[src/sv/positional_sequential_list_defines.svh]
// assertion macros for the positional sequential list
`ifndef POSITIONAL_SEQUENTIAL_LIST_DEFINES_SVH
`define POSITIONAL_SEQUENTIAL_LIST_DEFINES_SVH

`ifndef SYNTHESIS
`define PSL_ASSERT_IMPLY(label, clk, rst, ante, cons) \
  label: assert property (@(posedge clk) disable iff (rst) (ante) |-> (cons)) \
    else $error("psl check failed");
`define PSL_ASSERT_NEXT(label, clk, rst, ante, cons) \
  label: assert property (@(posedge clk) disable iff (rst) (ante) |=> (cons)) \
    else $error("psl check failed");
`else
`define PSL_ASSERT_IMPLY(label, clk, rst, ante, cons)
`define PSL_ASSERT_NEXT(label, clk, rst, ante, cons)
`endif

`endif

[src/sv/psl_pkg.sv]
// shared types and codes for the positional sequential list
`default_nettype none

package psl_pkg;

  localparam int ACTION_W = 3;
  localparam int POS_W    = 6;
  localparam int WORD_W   = 32;
  localparam int STATUS_W = 2;
  localparam int COUNT_W  = 6;
  localparam int IN_TDATA_W  = 48;
  localparam int OUT_TDATA_W = 40;

  localparam logic [ACTION_W-1:0] ACT_INS_FRONT = 3'd0;
  localparam logic [ACTION_W-1:0] ACT_INS_BACK  = 3'd1;
  localparam logic [ACTION_W-1:0] ACT_INS_AT    = 3'd2;
  localparam logic [ACTION_W-1:0] ACT_REM_FRONT = 3'd3;
  localparam logic [ACTION_W-1:0] ACT_REM_BACK  = 3'd4;
  localparam logic [ACTION_W-1:0] ACT_REM_AT    = 3'd5;

  localparam logic [STATUS_W-1:0] ST_OK    = 2'd0;
  localparam logic [STATUS_W-1:0] ST_FULL  = 2'd1;
  localparam logic [STATUS_W-1:0] ST_EMPTY = 2'd2;
  localparam logic [STATUS_W-1:0] ST_RANGE = 2'd3;

  typedef struct packed {
    logic ins;
    logic rem;
  } psl_cmd_t;

endpackage

`default_nettype wire

[src/sv/psl_cell.sv]
// one storage cell of the list chain
`default_nettype none

module psl_cell
  import psl_pkg::*;
#(
  parameter int INDEX      = 0,
  parameter int IW         = 5,
  parameter int DATA_WIDTH = 32
) (
  input  wire logic                  clk,
  input  wire psl_cmd_t              cmd,
  input  wire logic [IW-1:0]         at,
  input  wire logic [DATA_WIDTH-1:0] data_in,
  input  wire logic [DATA_WIDTH-1:0] left,
  input  wire logic [DATA_WIDTH-1:0] right,
  output logic      [DATA_WIDTH-1:0] value,
  output logic      [DATA_WIDTH-1:0] tap
);

  localparam logic [IW-1:0] IDX = IW'(INDEX);

  always_ff @(posedge clk) begin
    if (cmd.ins && at == IDX) begin
      value <= data_in;
    end else if (cmd.ins && at < IDX) begin
      value <= left;
    end else if (cmd.rem && at <= IDX) begin
      value <= right;
    end
  end

  assign tap = (at == IDX) ? value : '0;

endmodule

`default_nettype wire

[src/sv/psl_ctrl.sv]
// count, operation decode and result register of the list
`default_nettype none

`include "positional_sequential_list_defines.svh"

module psl_ctrl
  import psl_pkg::*;
#(
  parameter int DEPTH      = 32,
  parameter int DATA_WIDTH = 32,
  parameter int IW         = 5
) (
  input  wire logic                  clk,
  input  wire logic                  rst,
  input  wire logic                  in_valid,
  output logic                       in_ready,
  input  wire logic [ACTION_W-1:0]   action,
  input  wire logic [POS_W-1:0]      position,
  input  wire logic [DATA_WIDTH-1:0] tap_word,
  output psl_cmd_t                   cmd,
  output logic      [IW-1:0]         at,
  output logic                       out_valid,
  input  wire logic                  out_ready,
  output logic      [STATUS_W-1:0]   out_status,
  output logic      [WORD_W-1:0]     out_removed,
  output logic      [COUNT_W-1:0]    out_count
);

  localparam int CW   = $clog2(DEPTH + 1);
  localparam int CMPW = (CW > POS_W) ? CW : POS_W;
  localparam int MAXW = (DATA_WIDTH > WORD_W) ? DATA_WIDTH : WORD_W;

  logic [CW-1:0]       count;
  logic [CW-1:0]       count_next;
  logic [CMPW-1:0]     cnt_w;
  logic [CMPW-1:0]     pos_w;
  logic [CMPW-1:0]     at_w;
  logic [STATUS_W-1:0] status;
  logic [MAXW-1:0]     removed_w;
  logic                fire;
  logic                is_ins;
  logic                is_rem;

  assign in_ready = !out_valid || out_ready;
  assign fire     = in_valid && in_ready;
  assign cnt_w    = CMPW'(count);
  assign pos_w    = CMPW'(position);
  assign is_ins   = action == ACT_INS_FRONT || action == ACT_INS_BACK ||
                    action == ACT_INS_AT;
  assign is_rem   = action == ACT_REM_FRONT || action == ACT_REM_BACK ||
                    action == ACT_REM_AT;

  always_comb begin
    status     = ST_OK;
    at_w       = '0;
    cmd        = '0;
    count_next = count;
    case (action)
      ACT_INS_FRONT: at_w = '0;
      ACT_INS_BACK:  at_w = cnt_w;
      ACT_INS_AT:    at_w = pos_w;
      ACT_REM_FRONT: at_w = '0;
      ACT_REM_BACK:  at_w = cnt_w - CMPW'(1);
      ACT_REM_AT:    at_w = pos_w;
      default:       at_w = '0;
    endcase
    if (is_ins) begin
      if (count == CW'(DEPTH)) begin
        status = ST_FULL;
      end else if (at_w > cnt_w) begin
        status = ST_RANGE;
      end else begin
        cmd.ins    = fire;
        count_next = count + CW'(1);
      end
    end else if (is_rem) begin
      if (count == '0) begin
        status = ST_EMPTY;
      end else if (at_w >= cnt_w) begin
        status = ST_RANGE;
      end else begin
        cmd.rem    = fire;
        count_next = count - CW'(1);
      end
    end
    at = at_w[IW-1:0];
  end

  assign removed_w = (is_rem && status == ST_OK) ? MAXW'(tap_word) : '0;

  always_ff @(posedge clk) begin
    if (rst) begin
      count     <= '0;
      out_valid <= 1'b0;
    end else begin
      if (fire) begin
        count <= count_next;
      end
      if (in_ready) begin
        out_valid <= in_valid;
      end
    end
  end

  always_ff @(posedge clk) begin
    if (fire) begin
      out_status  <= status;
      out_removed <= removed_w[WORD_W-1:0];
      out_count   <= COUNT_W'(CMPW'(count_next));
    end
  end

  `PSL_ASSERT_IMPLY(a_count_bound, clk, rst, 1'b1, count <= CW'(DEPTH))
  `PSL_ASSERT_IMPLY(a_removed_zero, clk, rst, out_valid && out_status != ST_OK,
                    out_removed == '0)
  `PSL_ASSERT_NEXT(a_ins_count, clk, rst, cmd.ins,
                   count == $past(count) + CW'(1))
  `PSL_ASSERT_NEXT(a_rem_count, clk, rst, cmd.rem,
                   count == $past(count) - CW'(1))

endmodule

`default_nettype wire

[src/sv/positional_sequential_list.sv]
// positional sequential list: chain of storage cells with insert and remove
//
// input items on s_*: action, position and a data word; each item asks for an
// insert at the front, back or a position, or a removal from the front, back
// or a position. every item gives exactly one result item on m_*: a status
// (ok, full, empty, bad position), the removed word (zero unless a removal
// succeeded) and the count held afterwards.
// entries live in a row of DEPTH cells; an insert shifts every cell at and
// above the slot up by one and a removal shifts the cells above it down, all
// cells moving in the same clock.
// the result is registered and shows in the cycle after acceptance.
// throughput: one item per cycle while m_tready stays high.
// when the receiver stalls, the result is held and s_tready drops until it
// is taken; no item is lost.
// reset empties the list at once (count to zero); cell contents are not
// cleared and are only read below the count.
`default_nettype none

module positional_sequential_list
  import psl_pkg::*;
#(
  parameter int DEPTH      = 32,
  parameter int DATA_WIDTH = 32
) (
  input  wire logic                   clk,
  input  wire logic                   rst,
  input  wire logic                   s_tvalid,
  output logic                        s_tready,
  // action[2:0], position[8:3], entry_data[40:9], zero [47:41]
  input  wire logic [IN_TDATA_W-1:0]  s_tdata,
  output logic                        m_tvalid,
  input  wire logic                   m_tready,
  // status[1:0], removed_data[33:2], count_after[39:34]
  output logic      [OUT_TDATA_W-1:0] m_tdata
);

  localparam int IW   = $clog2(DEPTH);
  localparam int MAXW = (DATA_WIDTH > WORD_W) ? DATA_WIDTH : WORD_W;

  logic [ACTION_W-1:0]   action;
  logic [POS_W-1:0]      position;
  logic [WORD_W-1:0]     entry_data;
  logic [MAXW-1:0]       data_w;
  logic [DATA_WIDTH-1:0] data_in;
  psl_cmd_t              cmd;
  logic [IW-1:0]         at;
  logic [DATA_WIDTH-1:0] value [DEPTH];
  logic [DATA_WIDTH-1:0] tap [DEPTH];
  logic [DATA_WIDTH-1:0] tap_word;
  logic [STATUS_W-1:0]   status;
  logic [WORD_W-1:0]     removed_data;
  logic [COUNT_W-1:0]    count_after;

  assign action     = s_tdata[2:0];
  assign position   = s_tdata[8:3];
  assign entry_data = s_tdata[40:9];
  assign data_w     = MAXW'(entry_data);
  assign data_in    = data_w[DATA_WIDTH-1:0];

  for (genvar i = 0; i < DEPTH; i++) begin : g_cell
    logic [DATA_WIDTH-1:0] left;
    logic [DATA_WIDTH-1:0] right;
    if (i == 0) begin : g_first
      assign left = '0;
    end else begin : g_mid
      assign left = value[i-1];
    end
    if (i == DEPTH - 1) begin : g_last
      assign right = value[i];
    end else begin : g_inner
      assign right = value[i+1];
    end
    psl_cell #(
      .INDEX      (i),
      .IW         (IW),
      .DATA_WIDTH (DATA_WIDTH)
    ) u_cell (
      .clk     (clk),
      .cmd     (cmd),
      .at      (at),
      .data_in (data_in),
      .left    (left),
      .right   (right),
      .value   (value[i]),
      .tap     (tap[i])
    );
  end

  always_comb begin
    tap_word = '0;
    for (int i = 0; i < DEPTH; i++) begin
      tap_word = tap_word | tap[i];
    end
  end

  psl_ctrl #(
    .DEPTH      (DEPTH),
    .DATA_WIDTH (DATA_WIDTH),
    .IW         (IW)
  ) u_ctrl (
    .clk         (clk),
    .rst         (rst),
    .in_valid    (s_tvalid),
    .in_ready    (s_tready),
    .action      (action),
    .position    (position),
    .tap_word    (tap_word),
    .cmd         (cmd),
    .at          (at),
    .out_valid   (m_tvalid),
    .out_ready   (m_tready),
    .out_status  (status),
    .out_removed (removed_data),
    .out_count   (count_after)
  );

  assign m_tdata = {count_after, removed_data, status};

endmodule

`default_nettype wire

[config.mk]
export PLATFORM = sky130hd
export DESIGN_NAME = positional_sequential_list
export DESIGN_NICKNAME = d
export VERILOG_FILES = /design/src/sv/psl_pkg.sv /design/src/sv/psl_cell.sv /design/src/sv/psl_ctrl.sv /design/src/sv/positional_sequential_list.sv
export VERILOG_INCLUDE_DIRS = /design/src /design/src/sv
export SDC_FILE = /design/constraint.sdc
export NUM_CORES = 2
export LEC_CHECK = 0
export BUFFER_PORTS_ARGS = -buffer_cell sky130_fd_sc_hd__buf_2
export CORE_MARGIN = 3
export CORE_UTILIZATION = 40
export CTS_BUF_LIST = sky130_fd_sc_hd__clkbuf_16
export DETAILED_ROUTE_END_ITERATION = 8
export HOLD_SLACK_MARGIN = 0.03
export REMOVE_ABC_BUFFERS = 1
export SYNTH_ARGS = -nofsm -noshare
export SYNTH_HDL_FRONTEND = slang
export SYNTH_SLANG_ARGS = --single-unit
export TNS_END_PERCENT = 100
[constraint.sdc]
create_clock -name clk -period 8.2 [get_ports clk]
set_input_delay 0.41 -clock clk [delete_from_list [all_inputs] [get_ports clk]]
set_output_delay 0.41 -clock clk [all_outputs]
set_load 0.005 [all_outputs]
# Yosys cells after proc, flatten, opt, wreduce, memory -nomap -nowiden
# Index checks and enable logic that the tools add are counted.
# Widths: inputs -> output; s select.
[word_totals] input_bits=52 output_inout_bits=42 elab_cells=459 ff_bits=1071
[classes] n_bitwise=31 n_reduce_logical=140 n_eq_ne=37 magnitude_cmp=65 addsub=2 n_mux=147
[op_table] cell="$mux 32" n=127
[op_table] cell="$or 32x32->32" n=31
[op_table] cell="$logic_and 1x1->1" n=97
[op_table] cell="$reduce_bool 3->1" n=31
[op_table] cell="$eq 5x5->1 const B" n=16
[op_table] cell="$lt 5x5->1 const B" n=16
[op_table] cell="$le 5x5->1 const B" n=15
[op_table] cell="$eq 5x4->1 const B" n=8
[op_table] cell="$le 5x4->1 const B" n=8
[op_table] cell="$lt 5x4->1 const B" n=8
[op_table] cell="$mux 6" n=6
[op_table] cell="$eq 5x3->1 const B" n=4
[op_table] cell="$le 5x3->1 const B" n=4
[op_table] cell="$lt 5x3->1 const B" n=4
[op_table] cell="$pmux 6 s3" n=1
[op_table] cell="$mux 2" n=6
[op_table] cell="$eq 5x2->1 const B" n=2
[op_table] cell="$le 5x1->1 const B" n=2
[op_table] cell="$le 5x2->1 const B" n=2
[op_table] cell="$lt 5x1->1 const B" n=2
[op_table] cell="$lt 5x2->1 const B" n=2
[op_table] cell="$mux 1" n=7
[op_table] cell="$add 6x1->6 const B" n=1
[op_table] cell="$eq 3x2->1 const B" n=2
[op_table] cell="15 further kinds" n=20

# Depth between registers and ports, before layout
[logic_depth] depth_word=36 mapped_depth=23 mapped_depth_nobuf=16

# By module
# Synthesis repeated with hierarchy kept, for this count alone.
[hier_totals] cells_unflattened=7413 hier_area_um2=74920.6
[modules_own_cells] mod="psl_cell at g_cell[9].u_cell" cells_per_inst=312 seq_area_each_um2=960.9 area_each_um2=2822.7 instances=1
[modules_own_cells] mod="psl_ctrl" cells_per_inst=257 seq_area_each_um2=1341.3 area_each_um2=2722.6 instances=1
[modules_own_cells] mod="psl_cell at g_cell[29].u_cell" cells_per_inst=289 seq_area_each_um2=960.9 area_each_um2=2707.6 instances=1
[modules_own_cells] mod="psl_cell at g_cell[17].u_cell" cells_per_inst=261 seq_area_each_um2=960.9 area_each_um2=2705.1 instances=1
[modules_own_cells] mod="psl_cell at g_cell[28].u_cell" cells_per_inst=264 seq_area_each_um2=960.9 area_each_um2=2661.3 instances=1
[modules_own_cells] mod="positional_sequential_list" cells_per_inst=353 seq_area_each_um2=0.0 area_each_um2=2406.1 instances=1
[modules_own_cells] mod="psl_cell at g_cell[20].u_cell" cells_per_inst=223 seq_area_each_um2=960.9 area_each_um2=2357.3 instances=1
[modules_own_cells] mod="psl_cell at g_cell[16].u_cell" cells_per_inst=147 seq_area_each_um2=960.9 area_each_um2=2296.0 instances=1
[modules_own_cells] mod="psl_cell at g_cell[11].u_cell" cells_per_inst=244 seq_area_each_um2=960.9 area_each_um2=2287.2 instances=1
[modules_own_cells] mod="psl_cell at g_cell[30].u_cell" cells_per_inst=258 seq_area_each_um2=960.9 area_each_um2=2245.9 instances=1
[modules_own_cells] mod="psl_cell at g_cell[6].u_cell" cells_per_inst=225 seq_area_each_um2=960.9 area_each_um2=2244.7 instances=1
[modules_own_cells] mod="psl_cell at g_cell[18].u_cell" cells_per_inst=222 seq_area_each_um2=960.9 area_each_um2=2238.4 instances=1
[modules_own_cells] mod="psl_cell at g_cell[22].u_cell" cells_per_inst=237 seq_area_each_um2=960.9 area_each_um2=2233.4 instances=1
[modules_own_cells] mod="psl_cell at g_cell[19].u_cell" cells_per_inst=219 seq_area_each_um2=960.9 area_each_um2=2189.6 instances=1
[modules_own_cells] mod="20 more rows"

# Least setup slack after synthesis
# No wires, ideal clock.
[synth_path] path_type="register to register" from="reg u_ctrl.count[0] (netlist: u_ctrl.cnt_w[0])" to="reg g_cell[6].u_cell.value[0], enable pin" synth_period_minus_slack_ns=6.950 t_required_ns=7.734 setup_slack_ns=1.250 arrival_time_ns=6.485 setup_ns=0.466 stages_incl_launch_ff=22 n_path_buf=7 path_cell_list="dfxtp_1 clkbuf_1 inv_1 ha_1 nor4b_1 a211oi_2 and2_1 buf_4 inv_6 buf_6 buf_4 buf_2 ha_1 and4_1 o21a_1 a2111oi_4 o211ai_1 clkbuf_1 nor2_1 buf_2 a31oi_1 o21ai_0"
[synth_between] elab_chain_cells=9 word_cells_on_any_way=20 classes_between="1 x add/sub; 4 x order compare; 2 x eq/ne; 8 x mux; 5 x reduce/logical"
[synth_rtl] item="from (decl)" line_no="psl_ctrl.sv:33" source="logic [CW-1:0] count;"
[synth_rtl] item="from (signal assigned)" line_no="psl_ctrl.sv:97" source="count <= count_next;"
[synth_rtl] item="$sub 6x1->6" line_no="psl_ctrl.sv:63" source="ACT_REM_BACK: at_w = cnt_w - CMPW'(1);"
[synth_rtl] item="$pmux 6 s3" line_no="psl_ctrl.sv:58" source="case (action)"
[synth_rtl] item="$ge 6x6->1" line_no="psl_ctrl.sv:79" source="end else if (at_w >= cnt_w) begin"
[synth_rtl] item="$mux 1" line_no="psl_ctrl.sv:79"
[synth_rtl] item="$mux 1" line_no="psl_ctrl.sv:77" source="if (count == '0) begin"
[synth_rtl] item="$mux 1" line_no="psl_ctrl.sv:76" source="end else if (is_rem) begin"
[synth_rtl] item="$mux 1" line_no="psl_ctrl.sv:67" source="if (is_ins) begin"
[synth_rtl] item="$logic_and 1x1->1" line_no="psl_cell.sv:28" source="end else if (cmd.rem && at <= IDX) begin"
[synth_rtl] item="$reduce_bool 3->1 (no source line) (*)"
[synth_rtl] item="to (signal assigned)" line_no="psl_cell.sv:25" source="value <= data_in;"
[synth_rtl] item="to (signal assigned)" line_no="psl_cell.sv:27" source="value <= left;"
[synth_rtl] item="to (signal assigned)" line_no="psl_cell.sv:29" source="value <= right;"
[synth_rtl] item="to (decl)" line_no="psl_cell.sv:17" source="output logic [DATA_WIDTH-1:0] value,"
# Every way passes the cells marked *; elsewhere a longest branch is shown, timed or not.
# A chain may end at the register's enable or synchronous reset.

# Final worst setup path
[layout_path] from="reg u_ctrl.count[0] (netlist: u_ctrl.cnt_w[0])" to="reg g_cell[12].u_cell.value[10], data pin"
[layout_between] elab_chain_cells=9 word_cells_on_any_way=13 classes_between="1 x add/sub; 2 x order compare; 2 x eq/ne; 6 x mux; 2 x reduce/logical"
[layout_rtl] item="$sub 6x1->6" line_no="psl_ctrl.sv:63"
[layout_rtl] item="$pmux 6 s3" line_no="psl_ctrl.sv:58"
[layout_rtl] item="$gt 6x6->1" line_no="psl_ctrl.sv:70" source="end else if (at_w > cnt_w) begin"
[layout_rtl] item="$mux 1" line_no="psl_ctrl.sv:70"
[layout_rtl] item="$mux 1" line_no="psl_ctrl.sv:68" source="if (count == CW'(DEPTH)) begin"
[layout_rtl] item="$mux 1" line_no="psl_ctrl.sv:67"
[layout_rtl] item="$logic_and 1x1->1" line_no="psl_cell.sv:26" source="end else if (cmd.ins && at < IDX) begin"
[layout_rtl] item="$mux 32" line_no="psl_cell.sv:26"
[layout_rtl] item="$mux 32 (*)" line_no="psl_cell.sv:24" source="if (cmd.ins && at == IDX) begin"
[layout_rtl] item="to (signal assigned)" line_no="psl_cell.sv:25"
[layout_rtl] item="to (signal assigned)" line_no="psl_cell.sv:27"
[layout_rtl] item="to (signal assigned)" line_no="psl_cell.sv:29"
[layout_rtl] item="to (decl)" line_no="psl_cell.sv:17"
# Marked as above.

==> summary.md <==
| Metric | Value |
|---|---|
| Status | finished with violations |
| Failing checks | DRC, capacitance limit |
| R2R setup slack | roughly 2 ns |
| Synth async-reset ratio | 0 |
| Synth top area share | 0.520 |
| Post-CTS Setup Inserts | 0 |
| Post-synthesis cell count | around 6,000 |
| Max Fclk | between 150 and 200 MHz |
| Fill cells | between 10,000 and 15,000 |
| Max-cap viol count | 1 |
| Non-Filler Instances | 8,185 |
| Placed Cells | around 8,000 |
| Met3 wire len | just over 50,000 um |
| Clock Tree Root | clkbuf_16 |
| Vias per cell | 6.97 |
| Worst Skew | approximately 0.046 ns |
| Post-route ant nets | 0 |
| DP Area | between 60,000 and 70,000 um2 |
| Most instantiated cells after synthesis | nand2_1, edfxtp_1, nor2_1 |
| IO Count | 94 |
| Synth top area cells | edfxtp_1, mux2i_1, nand2_1, nor2_1, a21oi_1 |
| Synthesized area | 61,400 um2 |
| DR WL met2 | about 120,000 um |
| CTS Buf Count | 120 |
| Yosys top cell by area | edfxtp_1 |
| Ys flop type | edfxtp_1 |
| Nets@finish | between 6,000 and 7,000 |
| Minimum clock period | between 6 and 7 ns |
| Largest net degree at the start of global routing | 115 |
| Hold_ws | roughly 0.27 ns |
| Initial Util | 0.403 |
| DRT iter0 DRCs | between 10,000 and 15,000 |
| Final Slew Violations | 0 |
| Yosys warns | 0 |
| Worst-path maximum fanout | 72 |
| IO buf count | 86 |
| Die ar. | approximately 160,000 um2 |
| Worst skew pair latency | 0.81 ns |
| Cts repair resizes | 0 |
| Post-synth EDFFs | about 1,100 |
| Hold Path Origin | s_tdata[9] |
| First-pass iteration count of the detailed router | 9 |
| Layout cells sized above 1 | 0.119 |
| Drt total wl | slightly above 300,000 um |
| Sequential share of the synthesized area | 0.523 |
| Final Hold Vio Count | 0 |
| Max layer used | met5 |
| DRC Markers | 13 |
| Die height | 398 um |
| Critical path arrival | roughly 6.7 ns |
| Total track usage | 0.371 |
| RSZ-0062 raised after global routing | false |
| Top-count cell post-synth | nand2_1 |
| Hold path depth | 3 |
| Reg2reg path depth | 17 |
| Reg2reg start | u_ctrl.cnt_w[0] |
| Metal-1 WL | approximately 110,000 um |
| Synth-to-Final Area Change | 11.4% |
| WL per Instance | ~37 um |
| GPL Wtd Cong | around 1.0 |
| Clock sinks | 1,071 |
| Placeable Area | ~150,000 um2 |
| Bufs on Longest Clock Path | 3 |
| Finished layout cell area | ~70,000 um2 |
| Initial antenna violation count | 18 |
| Yosys reg bits | roughly 1,100 |
| Worst Tran Pin Value | 1.49 ns |
| Worst vdd ir | 0.177 mV |
| Vias in the first global route | ~53,000 |
| Hold Crit Endpoint | g_cell[1].u_cell.value[0] |
| H-tree depth | 3 |
| Dpl hpwl | roughly 180,000 um |
| Tot Pwr | roughly 18,000 uW |
| Final period util | 0.756 |
| Crit end category | register |
| Num rows | between 100 and 150 |
| Hold buffers post-CTS | 3 |
| Synth cell types | 94 |
| Tightest Hold Check Type | input pin to register |
| Req. time, crit path | slightly below 9 ns |
| Critical path class | register to register |
| Multi-input logic area | 27,200 um2 |
| Reg area | 32,100 um2 |
| Post-Syn Area per Cell | 9.95 um2 |
| Leakage | between 0.02 and 0.025 uW |
| DR vias | around 57,000 |
| Slew headroom | 0.00617 |
| TritonCTS clock tree | built |
| Startpoint types | register |
| Worst-path clk slew | roughly 0.06 ns |
| Global route total overflow | 0 |
| First-pass GRT wire length | 414,000 um |
| Setup violators final | 0 |
| PwrDens | ~260 nW/um2 |
| Die width | between 300 and 400 um |
| Reg-to-reg endpoint | g_cell[12].u_cell.value[10] |
state kept, by name (all words and copies together) (netlist names):
register,count
g_cell.u_cell.value,1024
u_ctrl.out_removed,32
u_ctrl.cnt_w,6
u_ctrl.out_count,6
u_ctrl.out_status,2
u_ctrl.out_valid,1
critical path, cell delays in order, from the launching register on:
cell       delay [ns]
dfxtp_1          0.57
inv_1            0.19
ha_1             0.33
nor4b_1          0.38
a211oi_2         0.17
and2_4           0.22
inv_6            0.36
ha_1             0.32
and4_1           0.22
o21a_1           0.16
a2111oi_4        0.47
o21ai_4          0.13
inv_4            0.53
nand2_8          0.54
a21oi_4          0.32
buf_4            0.54
mux2i_1          0.27
o21ai_0          0.09
layer usage:
layer	GRT usage	up-vias
li1	-	22800
met1	0.468	27300
met2	0.521	5584
met3	0.148	1387
met4	0.252	6
met5	0	-
cells in the final DEF, fill, tap and decap left out, drive strengths merged, types with 21 or more instances in the layout:
master	netlist	final
o21ai	317	317
o22ai	102	102
a22oi	165	165
buf	237	310
nand2	1191	1191
and3	21	21
a22o	50	50
nor3	23	23
clkinv	0	62
a21oi	489	489
clkbuf	332	121
nor4	50	50
a222oi	57	57
inv	73	99
nand3	40	40
edfxtp	1064	1064
mux2	74	74
a211oi	23	23
mux2i	571	571
a31oi	285	285
o2bb2ai	30	30
a221oi	46	46
a221o	39	39
nor2	702	702
power breakdown:
group          switching [uW]  total [uW]  internal, uW
combinational            3190        4480          1280
clock                    2490        5560          3070
sequential                589        7690          7100
cells by family after synthesis:
| kind of cell | after synthesis | synth area share |
|---|---|---|
| xor+xnor | 5 | 0.000713 |
| flops | 1071 | 0.523 |
| simple gates | 2085 | 0.142 |
| fa+ha+maj | 9 | 0.00183 |
| mux | 645 | 0.107 |
| compound gates | 1714 | 0.179 |
| buf+inv | 642 | 0.0468 |
worst max path at each step:
| stage | start | to | slack (ns) | depth (start not counted) |
|---|---|---|---|---|
| 2_1_floorplan | u_ctrl.cnt_w[0] | g_cell[6].u_cell.value[0] | -6.22 | 11 |
| 4_1_cts | u_ctrl.cnt_w[0] | g_cell[12].u_cell.value[10] | 2.17 | 17 |
| 3_5_place_dp | u_ctrl.cnt_w[0] | g_cell[12].u_cell.value[10] | 2.18 | 17 |
| 5_1_grt | u_ctrl.cnt_w[0] | g_cell[12].u_cell.value[10] | 1.86 | 17 |
| 6_report | u_ctrl.cnt_w[0] | g_cell[12].u_cell.value[10] | 2.00 | 17 |
| 3_3_place_gp | s_tdata[1] | g_cell[25].u_cell.value[27] | 2.33 | 15 |
per-stage QoR:
stage | setup TNS [ns] | utilization | setup slack [ns]
2_1_floorplan | -2917.84 | - | -6.22
3_3_place_gp | 0 | 0.423 | 2.33
3_5_place_dp | 0 | 0.423 | 2.18
4_1_cts | 0 | 0.449 | 2.17
5_1_grt | 0 | 0.449 | 1.86
6_report | 0 | 0.449 | 2.00
final cells by class:
type / instances / share of cell area
flip-flops and latches: 1071 / 0.469
multi-input cells: 4458 / 0.398
clock buffers: 121 / 0.0443
well taps: 2030 / 0.0371
repair buffers: 313 / 0.0345
clock inverters: 103 / 0.0122
inverters: 73 / 0.00421
diodes: 16 / 0.000585
Note: power is estimated with default switching activity, not from simulation.
